===== src/hw/rtl/bre_pkg.sv =====
// Shared types and constants for the binary range encoder.
package bre_pkg;

    localparam logic KIND_ENCODE = 1'b0;
    localparam logic KIND_FINISH = 1'b1;

    localparam int unsigned RESULT_CAP   = 37;
    localparam int unsigned FINISH_SHIFTS = 5;

    typedef struct packed {
        logic        kind;
        logic        bit_value;
        logic [11:0] weight;
    } t_in_item;

    typedef struct packed {
        logic [7:0] out_byte;
        logic       last;
        logic       pending_error;
    } t_out_item;

    typedef struct packed {
        logic        kind;
        logic [2:0]  n_shifts;
        logic        carry;
        logic [31:0] low;
    } t_job;

endpackage


===== src/hw/rtl/bre_fifo.sv =====
// Small synchronous FIFO used for the job queue and the result queue.
module bre_fifo #(
    parameter type t_data = logic [7:0],
    parameter int  AW     = 1
) (
    input  logic  i_clk,
    input  logic  i_rst_n,
    input  logic  i_push,
    input  t_data i_data,
    output logic  o_full,
    input  logic  i_pop,
    output t_data o_data,
    output logic  o_empty
);

    localparam int DEPTH = 2 ** AW;

    t_data          r_mem [DEPTH];
    logic [AW-1:0]  r_wp;
    logic [AW-1:0]  r_rp;
    logic [AW:0]    r_cnt;
    logic           wr_en;
    logic           rd_en;

    assign o_full  = (r_cnt == (AW+1)'(DEPTH));
    assign o_empty = (r_cnt == '0);
    assign o_data  = r_mem[r_rp];
    assign wr_en   = i_push && !o_full;
    assign rd_en   = i_pop && !o_empty;

    always_ff @(posedge i_clk) begin
        if (wr_en) begin
            r_mem[r_wp] <= i_data;
        end
    end

    always_ff @(posedge i_clk) begin
        if (!i_rst_n) begin
            r_wp  <= '0;
            r_rp  <= '0;
            r_cnt <= '0;
        end else begin
            if (wr_en) begin
                r_wp <= r_wp + 1'b1;
            end
            if (rd_en) begin
                r_rp <= r_rp + 1'b1;
            end
            case ({wr_en, rd_en})
                2'b10:   r_cnt <= r_cnt + 1'b1;
                2'b01:   r_cnt <= r_cnt - 1'b1;
                default: r_cnt <= r_cnt;
            endcase
        end
    end

endmodule


===== src/hw/rtl/bre_front.sv =====
// Front end: accepts items, splits the range, and queues output-shift jobs.
module bre_front (
    input  logic              i_clk,
    input  logic              i_rst_n,
    input  logic              i_push,
    input  bre_pkg::t_in_item i_item,
    output logic              o_full,
    output logic              o_jq_push,
    output bre_pkg::t_job     o_job,
    input  logic              i_jq_full
);

    logic        r_busy;
    logic        r_kind;
    logic        r_bit;
    logic [31:0] r_thr;
    logic [31:0] r_range;
    logic [31:0] r_low;
    logic        r_carry;

    logic [11:0] w_eff;
    logic [31:0] thr_mul;
    logic        accept;
    logic        go;
    logic [32:0] sum;
    logic [31:0] nr;
    logic [31:0] nl;
    logic        cout;
    logic [1:0]  nsh;
    logic [31:0] range_next;
    logic [31:0] low_next;

    assign o_full = r_busy;
    assign accept = i_push && !r_busy;
    assign go     = r_busy && !i_jq_full;

    always_comb begin
        w_eff   = (i_item.weight == 12'd0) ? 12'd1 : i_item.weight;
        thr_mul = {12'd0, r_range[31:12]} * {20'd0, w_eff};

        sum = {1'b0, r_low} + {1'b0, r_thr};
        if (r_bit) begin
            nr   = r_range - r_thr;
            nl   = sum[31:0];
            cout = r_carry | sum[32];
        end else begin
            nr   = r_thr;
            nl   = r_low;
            cout = r_carry;
        end

        if (nr[31:16] == 16'd0) begin
            nsh = 2'd2;
        end else if (nr[31:24] == 8'd0) begin
            nsh = 2'd1;
        end else begin
            nsh = 2'd0;
        end

        case (nsh)
            2'd1: begin
                range_next = nr << 8;
                low_next   = nl << 8;
            end
            2'd2: begin
                range_next = nr << 16;
                low_next   = nl << 16;
            end
            default: begin
                range_next = nr;
                low_next   = nl;
            end
        endcase

        o_job = '0;
        if (r_kind == bre_pkg::KIND_FINISH) begin
            o_job.kind     = bre_pkg::KIND_FINISH;
            o_job.n_shifts = 3'(bre_pkg::FINISH_SHIFTS);
            o_job.carry    = r_carry;
            o_job.low      = r_low;
            o_jq_push      = go;
        end else begin
            o_job.kind     = bre_pkg::KIND_ENCODE;
            o_job.n_shifts = {1'b0, nsh};
            o_job.carry    = cout;
            o_job.low      = nl;
            o_jq_push      = go && (nsh != 2'd0);
        end
    end

    always_ff @(posedge i_clk) begin
        if (!i_rst_n) begin
            r_busy  <= 1'b0;
            r_range <= 32'hFFFF_FFFF;
            r_low   <= '0;
            r_carry <= 1'b0;
        end else begin
            if (accept) begin
                r_busy <= 1'b1;
                r_kind <= i_item.kind;
                r_bit  <= i_item.bit_value;
                r_thr  <= thr_mul;
            end
            if (go) begin
                r_busy <= 1'b0;
                if (r_kind == bre_pkg::KIND_FINISH) begin
                    r_range <= 32'hFFFF_FFFF;
                    r_low   <= '0;
                    r_carry <= 1'b0;
                end else begin
                    r_range <= range_next;
                    r_low   <= low_next;
                    r_carry <= (nsh != 2'd0) ? 1'b0 : cout;
                end
            end
        end
    end

endmodule


===== src/hw/rtl/bre_back.sv =====
// Back end: byte cache, pending 0xFF run and carry resolution per shift job.
module bre_back #(
    parameter int MAX_PENDING = 32
) (
    input  logic               i_clk,
    input  logic               i_rst_n,
    input  logic               i_jq_empty,
    input  bre_pkg::t_job      i_job,
    output logic               o_jq_pop,
    output logic               o_oq_push,
    output bre_pkg::t_out_item o_res,
    input  logic               i_oq_full
);

    localparam int PW = 6;
    localparam int CW = 6;
    localparam int TW = 9;

    typedef enum logic [1:0] {
        ST_IDLE,
        ST_SCAN,
        ST_EMIT
    } t_state;

    typedef enum logic {
        SUB_CACHE,
        SUB_PEND
    } t_sub;

    t_state         r_state;
    t_sub           r_sub;
    bre_pkg::t_job  r_job;
    logic [2:0]     r_si;
    logic [31:0]    r_low;
    logic           r_cv;
    logic [7:0]     r_cache;
    logic [PW-1:0]  r_pend;
    logic           r_err;
    logic           r_scv;
    logic [PW-1:0]  r_spend;
    logic           r_errf;
    logic [TW-1:0]  r_total;
    logic [CW-1:0]  r_cnt;

    logic [7:0]     top;
    logic           c;
    logic           hold;
    logic           last_shift;
    logic [TW-1:0]  cap_total;
    logic           emit_req;
    logic [7:0]     emit_val;
    logic           keep;
    logic           stall;

    always_comb begin
        top        = r_low[31:24];
        c          = (r_si == 3'd0) && r_job.carry;
        hold       = (top == 8'hFF) && !c;
        last_shift = (r_si == (r_job.n_shifts - 3'd1));
        cap_total  = (r_total > TW'(bre_pkg::RESULT_CAP)) ? TW'(bre_pkg::RESULT_CAP) : r_total;
        emit_req   = 1'b0;
        emit_val   = 8'hFF + {7'd0, c};
        if (r_state == ST_EMIT && !hold) begin
            if (r_sub == SUB_CACHE && r_cv) begin
                emit_req = 1'b1;
                emit_val = r_cache + {7'd0, c};
            end else if (r_sub == SUB_PEND && r_pend != '0) begin
                emit_req = 1'b1;
            end
        end
        keep      = (r_cnt < CW'(bre_pkg::RESULT_CAP));
        stall     = emit_req && keep && i_oq_full;
        o_oq_push = emit_req && keep && !i_oq_full;
        o_res.out_byte      = emit_val;
        o_res.last          = ({{(TW-CW){1'b0}}, r_cnt} == (cap_total - TW'(1)));
        o_res.pending_error = r_errf;
        o_jq_pop  = (r_state == ST_IDLE) && !i_jq_empty;
    end

    always_ff @(posedge i_clk) begin
        if (!i_rst_n) begin
            r_state <= ST_IDLE;
            r_sub   <= SUB_CACHE;
            r_cv    <= 1'b0;
            r_cache <= '0;
            r_pend  <= '0;
            r_err   <= 1'b0;
        end else begin
            case (r_state)
                ST_IDLE: begin
                    if (!i_jq_empty) begin
                        r_job   <= i_job;
                        r_low   <= i_job.low;
                        r_si    <= '0;
                        r_scv   <= r_cv;
                        r_spend <= r_pend;
                        r_errf  <= r_err;
                        r_total <= '0;
                        r_state <= ST_SCAN;
                    end
                end
                ST_SCAN: begin
                    if (hold) begin
                        if (r_spend < PW'(MAX_PENDING)) begin
                            r_spend <= r_spend + 1'b1;
                        end else begin
                            r_errf <= 1'b1;
                        end
                    end else begin
                        r_total <= r_total + TW'(r_spend) + TW'(r_scv);
                        r_scv   <= 1'b1;
                        r_spend <= '0;
                    end
                    if (last_shift) begin
                        r_si    <= '0;
                        r_low   <= r_job.low;
                        r_sub   <= SUB_CACHE;
                        r_cnt   <= '0;
                        r_state <= ST_EMIT;
                    end else begin
                        r_low <= r_low << 8;
                        r_si  <= r_si + 3'd1;
                    end
                end
                ST_EMIT: begin
                    if (!stall) begin
                        if (emit_req && keep) begin
                            r_cnt <= r_cnt + 1'b1;
                        end
                        if (hold || (r_sub == SUB_PEND && r_pend == '0)) begin
                            if (hold) begin
                                if (r_pend < PW'(MAX_PENDING)) begin
                                    r_pend <= r_pend + 1'b1;
                                end else begin
                                    r_err <= 1'b1;
                                end
                            end else begin
                                r_cache <= top;
                                r_cv    <= 1'b1;
                                r_pend  <= '0;
                            end
                            r_sub <= SUB_CACHE;
                            r_low <= r_low << 8;
                            if (last_shift) begin
                                r_state <= ST_IDLE;
                                r_err   <= r_errf;
                                if (r_job.kind == bre_pkg::KIND_FINISH) begin
                                    r_cv    <= 1'b0;
                                    r_cache <= '0;
                                    r_pend  <= '0;
                                    r_err   <= 1'b0;
                                end
                            end else begin
                                r_si <= r_si + 3'd1;
                            end
                        end else if (r_sub == SUB_CACHE) begin
                            r_sub <= SUB_PEND;
                        end else begin
                            r_pend <= r_pend - 1'b1;
                        end
                    end
                end
                default: begin
                    r_state <= ST_IDLE;
                end
            endcase
        end
    end

endmodule


===== src/hw/rtl/binary_range_encoder_core.sv =====
// Binary range encoder top level: front end, job queue, back end, result queue.
//
// An item occupies the front end first for the 20x12 split multiplier and then for
// the range/low update, which waits while the job queue is full, so full is high from
// each accepted item until its update is done. The back end works through each output-
// shift job (one or two shifts per bit, five for a finish) in two passes: a scan over
// the shifts to count the bytes and settle the error flag, then an emit pass over the
// shifts that, for each shift that releases bytes, checks the cached byte and then
// releases each pending 0xFF byte. The emit pass stalls while the result queue is full;
// long pending 0xFF runs dominate the back-end time.
module binary_range_encoder_core #(
    parameter int MAX_PENDING = 32
) (
    input  logic               i_clk,
    input  logic               i_rst_n,
    input  logic               push,
    input  bre_pkg::t_in_item  i_item,
    output logic               full,
    input  logic               pop,
    output bre_pkg::t_out_item o_result,
    output logic               empty
);

    logic               jq_push;
    logic               jq_full;
    logic               jq_pop;
    logic               jq_empty;
    bre_pkg::t_job      jq_in;
    bre_pkg::t_job      jq_out;
    logic               oq_push;
    logic               oq_full;
    bre_pkg::t_out_item oq_in;

    bre_front u_front (
        .i_clk     (i_clk),
        .i_rst_n   (i_rst_n),
        .i_push    (push),
        .i_item    (i_item),
        .o_full    (full),
        .o_jq_push (jq_push),
        .o_job     (jq_in),
        .i_jq_full (jq_full)
    );

    bre_fifo #(
        .t_data (bre_pkg::t_job),
        .AW     (1)
    ) u_jobq (
        .i_clk   (i_clk),
        .i_rst_n (i_rst_n),
        .i_push  (jq_push),
        .i_data  (jq_in),
        .o_full  (jq_full),
        .i_pop   (jq_pop),
        .o_data  (jq_out),
        .o_empty (jq_empty)
    );

    bre_back #(
        .MAX_PENDING (MAX_PENDING)
    ) u_back (
        .i_clk      (i_clk),
        .i_rst_n    (i_rst_n),
        .i_jq_empty (jq_empty),
        .i_job      (jq_out),
        .o_jq_pop   (jq_pop),
        .o_oq_push  (oq_push),
        .o_res      (oq_in),
        .i_oq_full  (oq_full)
    );

    bre_fifo #(
        .t_data (bre_pkg::t_out_item),
        .AW     (2)
    ) u_resq (
        .i_clk   (i_clk),
        .i_rst_n (i_rst_n),
        .i_push  (oq_push),
        .i_data  (oq_in),
        .o_full  (oq_full),
        .i_pop   (pop),
        .o_data  (o_result),
        .o_empty (empty)
    );

endmodule

===== config.mk =====
export PLATFORM = sky130hd
export DESIGN_NAME = binary_range_encoder_core
export DESIGN_NICKNAME = d
export VERILOG_FILES = /design/src/hw/rtl/bre_pkg.sv /design/src/hw/rtl/bre_fifo.sv /design/src/hw/rtl/bre_front.sv /design/src/hw/rtl/bre_back.sv /design/src/hw/rtl/binary_range_encoder_core.sv
export SDC_FILE = /design/constraint.sdc
export NUM_CORES = 1
export LEC_CHECK = 0
export BUFFER_PORTS_ARGS = -buffer_cell sky130_fd_sc_hd__buf_2
export CAP_MARGIN = 20
export CORE_ASPECT_RATIO = 1.5
export CORE_MARGIN = 2
export CORE_UTILIZATION = 55
export CTS_CLUSTER_DIAMETER = 30
export DETAILED_ROUTE_END_ITERATION = 7
export HOLD_SLACK_MARGIN = 0.05
export PLACE_DENSITY = 0.71
export SLEW_MARGIN = 20
export SYNTH_ARGS = -nofsm -noshare
export SYNTH_HDL_FRONTEND = slang
export SYNTH_SLANG_ARGS = --single-unit

===== constraint.sdc =====
create_clock -name i_clk -period 7.9 [get_ports i_clk]
set_clock_uncertainty 0.15 [all_clocks]
set_input_delay 0.79 -clock i_clk [delete_from_list [all_inputs] [get_ports i_clk]]
set_output_delay 0.79 -clock i_clk [all_outputs]
set_load 0.01 [all_outputs]

==> results.ini, run 1 <==
[setup_path]
crit_type = in2reg
cpLargestDelayFamily = adder cells
cp_slowest_cell = fa_1
crit_chain = buf_2, nor4_1, a31o_2, nand2_1, fa_1, fa_1, inv_1, fa_1, inv_1, fa_1, inv_1, ha_1, a21o_1, a21oi_1, nor2b_1, or4_1, a211oi_1, or3_1, nand3_1, or4_1, a31oi_1, o21ai_0, xnor2_1
timing.rr.start = u_front.r_range[21]
crit_cells = 23
critPathCaptureType = flip-flop
cp_max_fo = 21
rr_worst_depth = 20
cp_slowest_stage_delay_ps = 540
cp.required_ps = 8040
critical_path_arrival_ps = 7320
critPathBufInv = 4
crit_path_start = i_item[2]
startpoint_type = input pin
cp_common_cell = fa_1

[final_layout]
mostFrequentLayoutCells = inv_1, nand2_1, edfxtp_1, fa_1, ha_1
multi_input_area_um2 = 15490
diodes = 0
drive_gt1_share_pct = 9.517
utilization_pct = 59.87
nets = 2978
area.growth.synth_to_final_pct = 8.032
fillers = 3985
regArea_um2 = 9189
final_common_cell = inv_1

[yosys]
synthArstFlopShare_pct = 0
synth_edf_count = 240
syn-num-nets = 2996
ys_seq_area_share_pct = 35.03
ys_warn_count = 0
syn_area_um2 = 26230
syn-instance-count = 2633
ys.flop_type = edfxtp_1
avgSynthCellArea_um2 = 9.963
synth.ff_latch_count = 339
synth_cell_types = 82

[worst_hold_path]
hold_path_class = in2reg
whs_path_depth = 1
worstHoldStart = i_item[12]

[drt]
ant_nets = 0
routed_via_density = 5.964
drt_wl_total_um = 65500
drt_iter0_drc = 990
drc = 0
wl_per_cell_um = 20.17
vias = 19370
firstDrtPassIters = 7

[clock_tree]
clk_pin_slew_ps = 60
clock_path_buffers = 3
cts_buffers = 42
htreeDepth = 2
hold_buffers = 0
post_cts_resize_count = 0
root_buffer = clkbuf_16
postCtsSetupBuffers = 0
clkSinkCount = 339
cts_tree = yes
clk_latency_ps = 570

[timing]
fin_crit_sh_pct = 90.81
drv_slew = 0
hold_viol = 0
min_period_ps = 7174
max_slew_margin_pct = 25.17
worstMarginPinSlew_ps = 1094
setup_viol_count_final = 0
fin_setup_tns_ps = 0
rsz0062_at_grt = false
fmaxAchievable_mhz = 139.4

[placed_design]
port_buffers = 29
place_congestion = 1.009
dp_hpwl_um = 50860

[global_route]
grt_max_degree = 48
antenna_found_initial = 0
grt_usage_pct = 27.00
grt_overflow = 0
grt_pass1_vias = 20550
grt_pass1_wl_um = 105900

[floorplanning]
die-area_um2 = 49490
coreArea_um2 = 47330
die_h_um = 271.5
start_util_pct = 55.42
row_count = 98
ios = 30
die_x_um = 182.3

[job]
cap_violations = 0

[outcome]
run_status = finished, final reports clean

[sequential cells by signal, summed over array words and instances, names as in the netlist, 2 cells and up, named ones only]
name             count
u_jobq.r_mem        72
u_resq.r_mem        40
u_back.r_job        36
u_back.r_low        32
u_front.r_low       32
u_front.r_range     32
u_front.r_thr       32
u_back.r_total       9
u_back.r_cache       8
u_back.r_cnt         6
u_back.r_pend        6
u_back.r_spend       6
u_back.r_si          3
u_resq.r_cnt         3
u_back.r_state       2
u_jobq.r_cnt         2
u_resq.r_rp          2
u_resq.r_wp          2
[layout make-up]
class / instances / area share (%)
repair buffers: 66 / 1.492
flip-flops and latches: 339 / 32.43
multi-input cells: 1877 / 54.67
clock buffers: 48 / 3.863
inverters: 289 / 3.828
clock inverters: 29 / 1.073
well taps: 600 / 2.649
[path summary, 6_finish.rpt]
check / slack [ps] / end
setup reg to reg: 850 / u_front.r_thr[31]
hold reg to reg: 330 / u_front.r_range[3]
hold / removal: 260 / u_front.r_bit
setup / recovery: 730 / u_front.r_thr[31]
[cells in the mapped netlist (14+ instances only)]
master    count  area share (%)
inv_1       286             4.1
o211ai_1     15            0.43
a21o_1       47             1.3
nand3_1      54             1.0
nor2b_1      15            0.36
o21a_1       29            0.83
mux2i_1      52             2.0
nand2_1     271             3.9
dfxtp_1      99             7.6
edfxtp_1    240              27
and3_1       17            0.41
clkbuf_1    111             1.6
nor2_1      151             2.2
a21oi_1     136             2.6
o21bai_1     14            0.40
a221o_1      27             1.0
ha_1        160             7.6
mux2_2       77             3.3
xnor2_1      75             2.5
xor2_1       31             1.0
o21ai_0      84             1.6
fa_1        185              14
nor3_1       47            0.90
and2_1      136             3.2
nand2b_1     17            0.41
a31oi_1      21            0.50
a22o_1       15            0.50
nor4_1       14            0.33
[routing by layer]
| metal | GRT usage (%) | share of wire [%] |
|---|---|---|
| met4 | 17.21 | 6.8 |
| met3 | 2.321 | 2.9 |
| met5 | 0 | 0 |
| met2 | 52.55 | 55 |
| met1 | 27.29 | 35 |
[cells by family after synthesis]
group,count (synthesis),share of synthesized area (%)
DFF,339,35.03
buffers and inverters,417,6.048
muxes,139,6.148
xor gates and xnor gates,106,3.539
adders and majority gates,345,21.75
AOI/OAI and AO/OA,509,13.21
and+or+nand+nor,778,14.27
[stage by stage]
step	setup slack [ps]	instance area [um^2]	std cells	hold WS, ps
finish	726.2	28340	3248	262.9
global route	317.5	28340	3248	252.7
CTS	776.8	28320	3247	245.7
detailed placement	191.5	26930	3170	313.4
global placement	423.1	26930	3170	306.9
floorplan	1320	26230	2633	293.0
Power of run 1 is not shown: default switching activity piles up to over one toggle a cycle in this logic, so the estimate is an artifact.
==> run 2: changes to the inputs <==
Settings changed: ABC_AREA from default to 1, CAP_MARGIN 20 to default.
==> results.ini, run 2 <==
[setup_path]
cp_max_fo = 14
startpoint_type = flip-flop
rr_endpoint = u_front.r_thr[28]
rrSetupSlack_ps = 1570
timing.rr.start = u_front.r_range[18]
rr_worst_depth = 21
crit_type = reg2reg
cp.required_ps = 8060
critical_path_arrival_ps = 6480
critPathCaptureType = flip-flop

[floorplanning]
row_count = 100
coreArea_um2 = 49550
die_h_um = 278.1
die_x_um = 186.7
die-area_um2 = 51930
ios = 30
start_util_pct = 55.60

[timing]
worstMarginPinSlew_ps = 1103
fin_crit_sh_pct = 80.08
hold_viol = 0
setup_viol_count_final = 0
rsz0062_at_grt = false
min_period_ps = 6326
fmaxAchievable_mhz = 158.1
drv_slew = 0
max_slew_margin_pct = 25.70
fin_setup_tns_ps = 0

[global_route]
grt_pass1_vias = 23490
antenna_found_initial = 0
grt_usage_pct = 30.07
grt_pass1_wl_um = 121400
grt_overflow = 0
grt_max_degree = 71

[yosys]
synth_commonest_cells = nand2_1, inv_1, edfxtp_1
synth_edf_count = 240
syn-instance-count = 3502
synth.most_common_cell = nand2_1
avgSynthCellArea_um2 = 7.867
ys_seq_area_share_pct = 33.35
ys.flop_type = edfxtp_1
synth_area_leaders = edfxtp_1, fa_1, nand2_1
synth_cell_types = 53
synthArstFlopShare_pct = 0
syn-num-nets = 3865
synth.ff_latch_count = 339
ys_warn_count = 0
synth_top_area_share_pct = 26.16
syn_area_um2 = 27550
yosys.area.top_type = edfxtp_1

[clock_tree]
htreeDepth = 2
postCtsSetupBuffers = 0
root_buffer = clkbuf_16
cts_tree = yes
clk_pin_slew_ps = 60
clk_latency_ps = 590
clock_path_buffers = 3
post_cts_resize_count = 0
cts_buffers = 46
hold_buffers = 0
clkSinkCount = 339

[drt]
wl_per_cell_um = 18.45
ant_nets = 0
vias = 22930
drt_iter0_drc = 1337
drc = 0
firstDrtPassIters = 7
drt_wl_total_um = 77240
routed_via_density = 5.478

[final_layout]
nets = 3850
mostFrequentLayoutCells = nand2_1, inv_1, edfxtp_1, nand3_1, nor2_1
drive_gt1_share_pct = 6.727
diodes = 0
reg_top3 = u_jobq.r_mem x72, u_resq.r_mem x40, u_back.r_job x36
fillers = 4505
final_common_cell = nand2_1
largest_reg_flops = 72
regMostFlops = u_jobq.r_mem
area.growth.synth_to_final_pct = 8.774

[worst_hold_path]
whs_path_depth = 1
worstHoldStart = i_item[13]
hold_path_class = in2reg
min_to = u_front.r_kind

[placed_design]
port_buffers = 29
dp_hpwl_um = 60570
place_congestion = 0.9775

[outcome]
run_status = finished, final reports clean

[job]
cap_violations = 0

-- run 2: cell types whose count changed in the layout (fill, tap and decap cells not counted), sizes merged, moves of 41 or more --
cell / before / now
nand2: 271 / 977
inv: 300 / 650
nand3: 54 / 215
and2: 137 / 0
o21ai: 86 / 181
nor2: 151 / 222
mux2i: 52 / 1
a21o: 47 / 6
a21oi: 136 / 177
mux2: 77 / 36
-- run 2: final cells by class --
class / count / area, um^2 / share of cell area, %
multi-input combinational: 2410 / 15510 / 51.77
sequential: 339 / 9189 / 30.66
inverter: 635 / 2384 / 7.954
clock buffer: 51 / 1190 / 3.971
tap: 663 / 829.5 / 2.768
clock inverter: 33 / 494.2 / 1.649
timing repair buffer: 55 / 365.4 / 1.219
-- run 2: worst max path at each step --
stage / endpoint / cells past startpoint / slack (ps) / from
floorplan: u_front.r_thr[28] / 21 / 2060 / i_item[10]
global placement: u_front.r_thr[28] / 22 / 1200 / i_item[10]
detailed placement: u_front.r_thr[28] / 22 / 1110 / i_item[10]
CTS: u_front.r_thr[28] / 21 / 1630 / u_front.r_range[18]
global route: u_front.r_thr[28] / 22 / 1160 / i_item[10]
finish: u_front.r_thr[28] / 21 / 1570 / u_front.r_range[18]
-- run 2: routing by layer --
metal | GRT usage (%) | share of wire, % | up-vias
met4 | 25.78 | 9.9 | 0
met1 | 28.69 | 33 | 10690
li1 | - | - | 11110
met5 | 0 | 0 | -
met3 | 4.136 | 5.1 | 365
met2 | 56.34 | 52 | 764
-- run 2: metrics by stage --
| stage | area (um^2) | setup WS (ps) | hold slack (ps) | cells | util (%) |
|---|---|---|---|---|---|
| final | 29970 | 1574 | 278.3 | 4186 | 60.48 |
| after global placement | 28240 | 1196 | 292.3 | 4100 | 57.00 |
| after global routing | 29970 | 1163 | 260.5 | 4186 | 60.48 |
| after CTS | 29930 | 1633 | 255.9 | 4184 | 60.40 |
| after detailed placement | 28240 | 1109 | 292.4 | 4100 | 57.00 |
| after floorplan | 27550 | 2062 | 275.5 | 3502 | - |
-- run 2: worst max-delay path, stage by stage (launching register included) --
cell      delay, ps
dfxtp_1         940
nand2_1         170
fa_1            540
inv_1            50
fa_1            500
inv_1            50
fa_1            530
inv_1            50
fa_1            470
inv_1            50
fa_1            470
inv_1            40
ha_1            340
nand2_1          80
nor2_1           90
inv_1            40
o21bai_1        390
a21oi_1         210
o21bai_1        410
a21oi_1         160
o21ai_0         220
xor2_1           90
-- run 2: kinds of logic (layout without fill, tap and decap cells) --
logic type	after synthesis	in the layout	share of synthesized area, %
XOR/XNOR	82	82	2.607
AO/OA/AOI/OAI	445	445	8.838
buffers and inverters	753	774	10.47
AND/OR/NAND/NOR	1501	1501	22.51
multiplexers	37	37	1.508
flip-flops	339	339	33.35
adder cells (fa/ha/maj)	345	345	20.71
Power of run 2 is left out for the same reason.
